**src/sv/spq_pkg.sv**
```systemverilog
// Shared types and constants for the sorted priority queue.
package spq_pkg;

  localparam int DEPTH = 64;

  // Request codes carried in the action field.
  localparam logic ACT_INSERT = 1'b0;
  localparam logic ACT_REMOVE = 1'b1;

  // Result status codes.
  localparam logic [1:0] ST_OK    = 2'd0;
  localparam logic [1:0] ST_FULL  = 2'd1;
  localparam logic [1:0] ST_EMPTY = 2'd2;

  typedef struct packed {
    logic               action;
    logic signed [31:0] item_value;
    logic signed [31:0] item_priority;
  } in_t;

  typedef struct packed {
    logic [1:0]         status;
    logic signed [31:0] out_value;
    logic signed [31:0] out_priority;
  } out_t;

  typedef struct packed {
    logic               valid;
    logic signed [31:0] value;
    logic signed [31:0] prio;
  } entry_t;

  // What a cell passes to its right neighbor.
  typedef struct packed {
    entry_t entry;
    logic   keep;  // entry stays in place on insert (priority <= new one)
  } link_t;

  typedef enum logic [1:0] {
    OP_HOLD,
    OP_INSERT,
    OP_REMOVE
  } op_t;

  // Broadcast command to every cell.
  typedef struct packed {
    op_t                op;
    logic signed [31:0] value;
    logic signed [31:0] prio;
  } cmd_t;

endpackage

```
**src/sv/spq_cell.sv**
```systemverilog
// One storage cell of the sorted chain: holds one entry and trades with its neighbors.
module spq_cell
  import spq_pkg::*;
(
  input  logic   clk,
  input  logic   rst_n,
  input  cmd_t   cmd,
  input  link_t  left,
  input  entry_t right,
  output link_t  own
);

  entry_t entry_r;
  entry_t entry_nxt;
  logic   keep;

  assign keep = entry_r.valid && (entry_r.prio <= cmd.prio);

  always_comb begin
    entry_nxt = entry_r;
    unique case (cmd.op)
      OP_INSERT: begin
        if (keep) begin
          entry_nxt = entry_r;
        end else if (left.keep) begin
          // first slot past the priorities not above the new one: take the new entry
          entry_nxt.valid = 1'b1;
          entry_nxt.value = cmd.value;
          entry_nxt.prio  = cmd.prio;
        end else begin
          entry_nxt = left.entry;
        end
      end
      OP_REMOVE: entry_nxt = right;
      default:   entry_nxt = entry_r;
    endcase
  end

  always_ff @(posedge clk) begin
    if (!rst_n) begin
      entry_r.valid <= 1'b0;
    end else begin
      entry_r.valid <= entry_nxt.valid;
    end
    entry_r.value <= entry_nxt.value;
    entry_r.prio  <= entry_nxt.prio;
  end

  assign own.entry = entry_r;
  assign own.keep  = keep;

endmodule

```
**config.mk**
```make
export PLATFORM = sky130hd
export DESIGN_NAME = spq_cell
export DESIGN_NICKNAME = d
export VERILOG_FILES = /design/src/sv/spq_pkg.sv /design/src/sv/spq_cell.sv
export SDC_FILE = /design/constraint.sdc
export NUM_CORES = 1
export LEC_CHECK = 0
export BUFFER_PORTS_ARGS = -buffer_cell sky130_fd_sc_hd__buf_2
export CAP_MARGIN = 20
export CELL_PAD_IN_SITES_DETAIL_PLACEMENT = 1
export CELL_PAD_IN_SITES_GLOBAL_PLACEMENT = 1
export CORE_MARGIN = 5
export CORE_UTILIZATION = 33
export DETAILED_ROUTE_END_ITERATION = 12
export GPL_TIMING_DRIVEN = 0
export PLACE_DENSITY = 0.95
export RECOVER_POWER = 50
export SYNTH_ARGS = -nofsm -noshare
export SYNTH_HDL_FRONTEND = slang
export SYNTH_SLANG_ARGS = --single-unit
```
**constraint.sdc**
```tcl
create_clock -name clk -period 12.8 [get_ports clk]
set_input_delay 2.56 -clock clk [delete_from_list [all_inputs] [get_ports clk]]
set_output_delay 2.56 -clock clk [all_outputs]
set_load 0.005 [all_outputs]
```
Yosys cells after proc, flatten, opt, wreduce, memory -nomap -nowiden:

Cells that the tools add are included.

* register bits: 65
* output and inout port bits: 66
* word-level logic and storage cells: 13

* order comparisons: 1
* equality and inequality tests: 3
* mux-type cells: 3
* reduce and logical (&&, ||, !) cells: 3

Operator list (number)
* 65-bit 2-to-1 mux: 2
* 65-bit case mux with 2 select lines: 1
* 32-bit <= comparator: 1
* 2-bit by 1-bit equality test with 1-bit output (second input constant): 1
* 2-bit equality test (second input constant): 1
* 2-bit != test (second input constant): 1
* 2-bit AND reduction: 1
* 2-bit nonzero test: 1
* 1-bit logical AND: 1

Logic depth before layout (Yosys ltp):

* depth in word-level cells: 4
* gate-level depth with buffers: 9

Worst setup path after synthesis:

OpenSTA, ideal clock, no wires.

* kind: input to register
* start: in cmd[15] (netlist name)
* end: reg entry_r, in the netlist own[10] (enable)
* arrival time: 7.108 ns
* data required time: 12.278 ns
* path slack: 5.170 ns
* stages on the path: 7
* path through: inv_1 -> ha_1 -> nand4_1 -> nor4_1 -> a2111o_1 -> a21oi_2 -> a41oi_1

* cells in the longest elaborated chain, start to end: 4

RTL lines
* from (decl): line spq_cell.sv:7 `input cmd_t cmd,`
* 32-bit <= comparator: line spq_cell.sv:17 `assign keep = entry_r.valid && (entry_r.prio <= cmd.prio);`
* 1-bit logical AND: line spq_cell.sv:17
* 2-bit != test (no line)
* 2-bit AND reduction (no line)
* to (decl): line spq_cell.sv:13 `entry_t entry_r;`

Every way passes these cells.
A chain may end at the register's enable or synchronous reset.

Worst setup path after layout:

* start: in cmd[15] (netlist name)
* end: out own[0] (netlist name)

* cells in the longest elaborated chain, start to end: 2

RTL lines
* 32-bit <= comparator: line spq_cell.sv:17
* 1-bit logical AND: line spq_cell.sv:17
* to (decl): line spq_cell.sv:10 `output link_t own`

Every way passes these cells.

==> results_dict.tcl <==
set metrics [dict create \
    powerDensity_nw_per_um2 110.2 \
    switching_share 0.2737 \
    ys_warn_count 0 \
    fin_util 0.4779 \
    worstHoldStart "own[65]" \
    grt_start_max_net_pins 27 \
    min_to "own[65]" \
    startpoint_type "primary input" \
    reg2reg_depth 7 \
    clock_sinks 65 \
    p_clk_frac 0.370 \
    maxSlewHeadroom 0.4908 \
    power.total_uw 656.4 \
    place_ws_ns 5.618 \
    synth_area_per_cell_um2 10.14 \
    share_comb_of_total_power 0.216 \
    critPathArrivalTime_ns 4.55 \
    post-route-min-period_ns 7.112 \
    hold_path_class "reg -> reg" \
    maxSlewViolCount 0 \
    reg2reg_slack_ns 9.74 \
    dp.cells 847 \
    antennaDiodeCount 0 \
    place_area_um2 5741 \
    hold_viol 0 \
    syn_to_final_growth_pct 43.71 \
    ys_async_sr_fraction 0 \
    grt_pass1_vias 4705 \
    cp.required_ns 10.24 \
    p_seq_frac 0.414 \
    post-cts-setup-buffer-count 0 \
    largest_reg_flops 65 \
    num_rows 41 \
    cp-end-kind "primary output" \
    highest_layer "met4" \
    final_nets 917 \
    p_sw_uw 179.6 \
    setup_viol 0 \
    fp.dieH_um 122.1 \
    routedWlPerCell_um 18.07 \
    vias 4240 \
    outcome "finished, final reports clean" \
    route.met3.wl_um 1506 \
    ant_nets 0 \
    die_area_um2 14900 \
    cts_max_path_buffers 2 \
    dpl.hpwl_um 12900 \
    final_cells 863 \
    grt_usage 0.2042 \
    setup_ws_ns 5.688 \
    drc 0 \
    synth_nets 640 \
    drt_wl_total_um 15590 \
    ir_worst_vdd_v 0.00004640 \
    holdWs_ns 0.8033 \
    fmax_ghz 0.1406 \
    grt_pass1_wl_um 23450 \
    clk_latency_ns 0.33 \
    ys_seq_elements 65 \
    netlist_area_um2 4145 \
    coreArea_um2 12470 \
    tightest_slew_ns 0.7638 \
    syn_inst 409 \
    period_share 0.5556 \
    r2r_start "own[14]" \
    internal_power_uw 476.8 \
    die_w_um 122.1 \
    reg2reg_to "own[41]" \
    hold_depth 3 \
    ys_seq_area_frac 0.4685 \
    numCtsBuffers 9 \
    maxCapViolations 0 \
    antenna_found_initial 0 \
    drt-initial-drc-count 155 \
    io_pins 265 \
    drive_gt1_frac 0.3430 \
    start_util 0.3325 \
    grt_overflow_total 0 \
    place_congestion 0.7957 \
    post_drt_via_cell_ratio 4.913 \
    cts_hold_buf 0 \
    crit_fanout 3 \
    htreeDepth 3 \
    crit_type "in -> out" \
    clk_pin_slew_worst_paths_ns 0.06 \
    p_leak_nw 2.827 \
    met1_length_um 5712 \
    synthFlopType "edfxtp_1" \
    yosys.cell_types.count 32 \
    numPortBuffers 264 \
    cts_root_buf "clkbuf_16" \
    cts_tree "built" \
    dr_wl_met2_um 8037 \
    firstDrtPassIters 4 \
    fin_area_um2 5957 \
    cts_resized 0 \
    fin_skew_ns 0.005248 \
    finalSetupTns_ns 0 \
    synth_edf_count 64 \
    rsz0062_at_grt "false" \
]
[worst max path at each step]
stage	endpoint	slack, ns	from	cells past startpoint
CTS	own[0]	5.61	cmd[13]	10
global route	own[0]	5.55	cmd[13]	10
finish	own[0]	5.69	cmd[15]	10
floorplan	own[10]	5.17	cmd[15]	7
global placement	own[48]	2.97	cmd[15]	8
detailed placement	own[0]	5.62	cmd[15]	10
[synth_stat cells, types with 3 or more instances]
master | n | area, µm²
nand2_1 | 72 | 270.3
o21ai_0 | 69 | 345.3
edfxtp_1 | 64 | 1922
mux2i_1 | 64 | 640.6
inv_1 | 35 | 131.4
ha_1 | 32 | 400.4
clkbuf_1 | 11 | 41.29
a21oi_1 | 10 | 50.05
buf_2 | 9 | 45.04
nand4_1 | 6 | 37.54
nor2_1 | 4 | 15.01
a21o_1 | 3 | 22.52
a21oi_2 | 3 | 26.28
a31oi_1 | 3 | 18.77
nor2b_1 | 3 | 18.77
[metal layers]
layer | global-route usage | up-vias
met5 | 0 | -
met4 | 0.07418 | 0
met3 | 0.07057 | 29
met2 | 0.3740 | 197
met1 | 0.2159 | 1991
li1 | - | 2023
[cells in the final DEF (no fill, tap or decap), types with 2 or more instances in the layout]
| cell type | synthesis | layout |
|---|---|---|
| a21o_1 | 3 | 3 |
| a21oi_1 | 10 | 10 |
| a21oi_2 | 3 | 3 |
| a31o_1 | 2 | 2 |
| a31oi_1 | 3 | 3 |
| buf_12 | 0 | 2 |
| buf_2 | 9 | 216 |
| clkbuf_1 | 11 | 69 |
| clkbuf_16 | 0 | 9 |
| clkinv_2 | 0 | 2 |
| clkinvlp_4 | 0 | 2 |
| edfxtp_1 | 64 | 64 |
| ha_1 | 32 | 32 |
| inv_1 | 35 | 35 |
| mux2i_1 | 64 | 64 |
| nand2_1 | 72 | 72 |
| nand2b_1 | 2 | 2 |
| nand3_1 | 2 | 2 |
| nand4_1 | 6 | 6 |
| nor2_1 | 4 | 4 |
| nor2b_1 | 3 | 3 |
| nor4_1 | 2 | 2 |
| o21ai_0 | 69 | 69 |
[critical path, stage by stage]
cell,delay [ns]
buf_2,0.09
inv_1,0.04
ha_1,0.30
nand4_1,0.17
nor4_1,0.52
a2111o_1,0.28
a21oi_2,0.11
a31o_1,0.24
buf_4,0.13
buf_2,0.12
[power by group through the flow]
| stage | Sequential [mW] | Clock (mW) | Combinational [mW] |
|---|---|---|---|
| after detailed placement | 0.276 | 0 | 0.148 |
| after global routing | 0.274 | 0.259 | 0.159 |
| after floorplan | 0.280 | 0 | 0.0638 |
| after global placement | 0.278 | 0 | 0.137 |
| final | 0.272 | 0.243 | 0.142 |
| after CTS | 0.271 | 0.248 | 0.149 |
[layout make-up]
cell class	count	area (µm²)
clock inverter	6	58.81
timing repair buffer	266	1291
fill	1578	6509
inverter	35	131.4
multi-input combinational	287	1993
buffer	22	96.34
tap	172	215.2
clock buffer	10	229.0
sequential	65	1942
[kinds of logic (layout without fill, tap and decap cells)]
group / after synthesis / after routing / share of synthesized area
buf+inv: 57 / 339 / 0.05524
flops: 65 / 65 / 0.4685
fa+ha+maj: 32 / 32 / 0.09659
simple gates: 93 / 93 / 0.09448
compound gates: 98 / 98 / 0.1307
mux: 64 / 64 / 0.1545
Power figures use the tool's default switching activity.
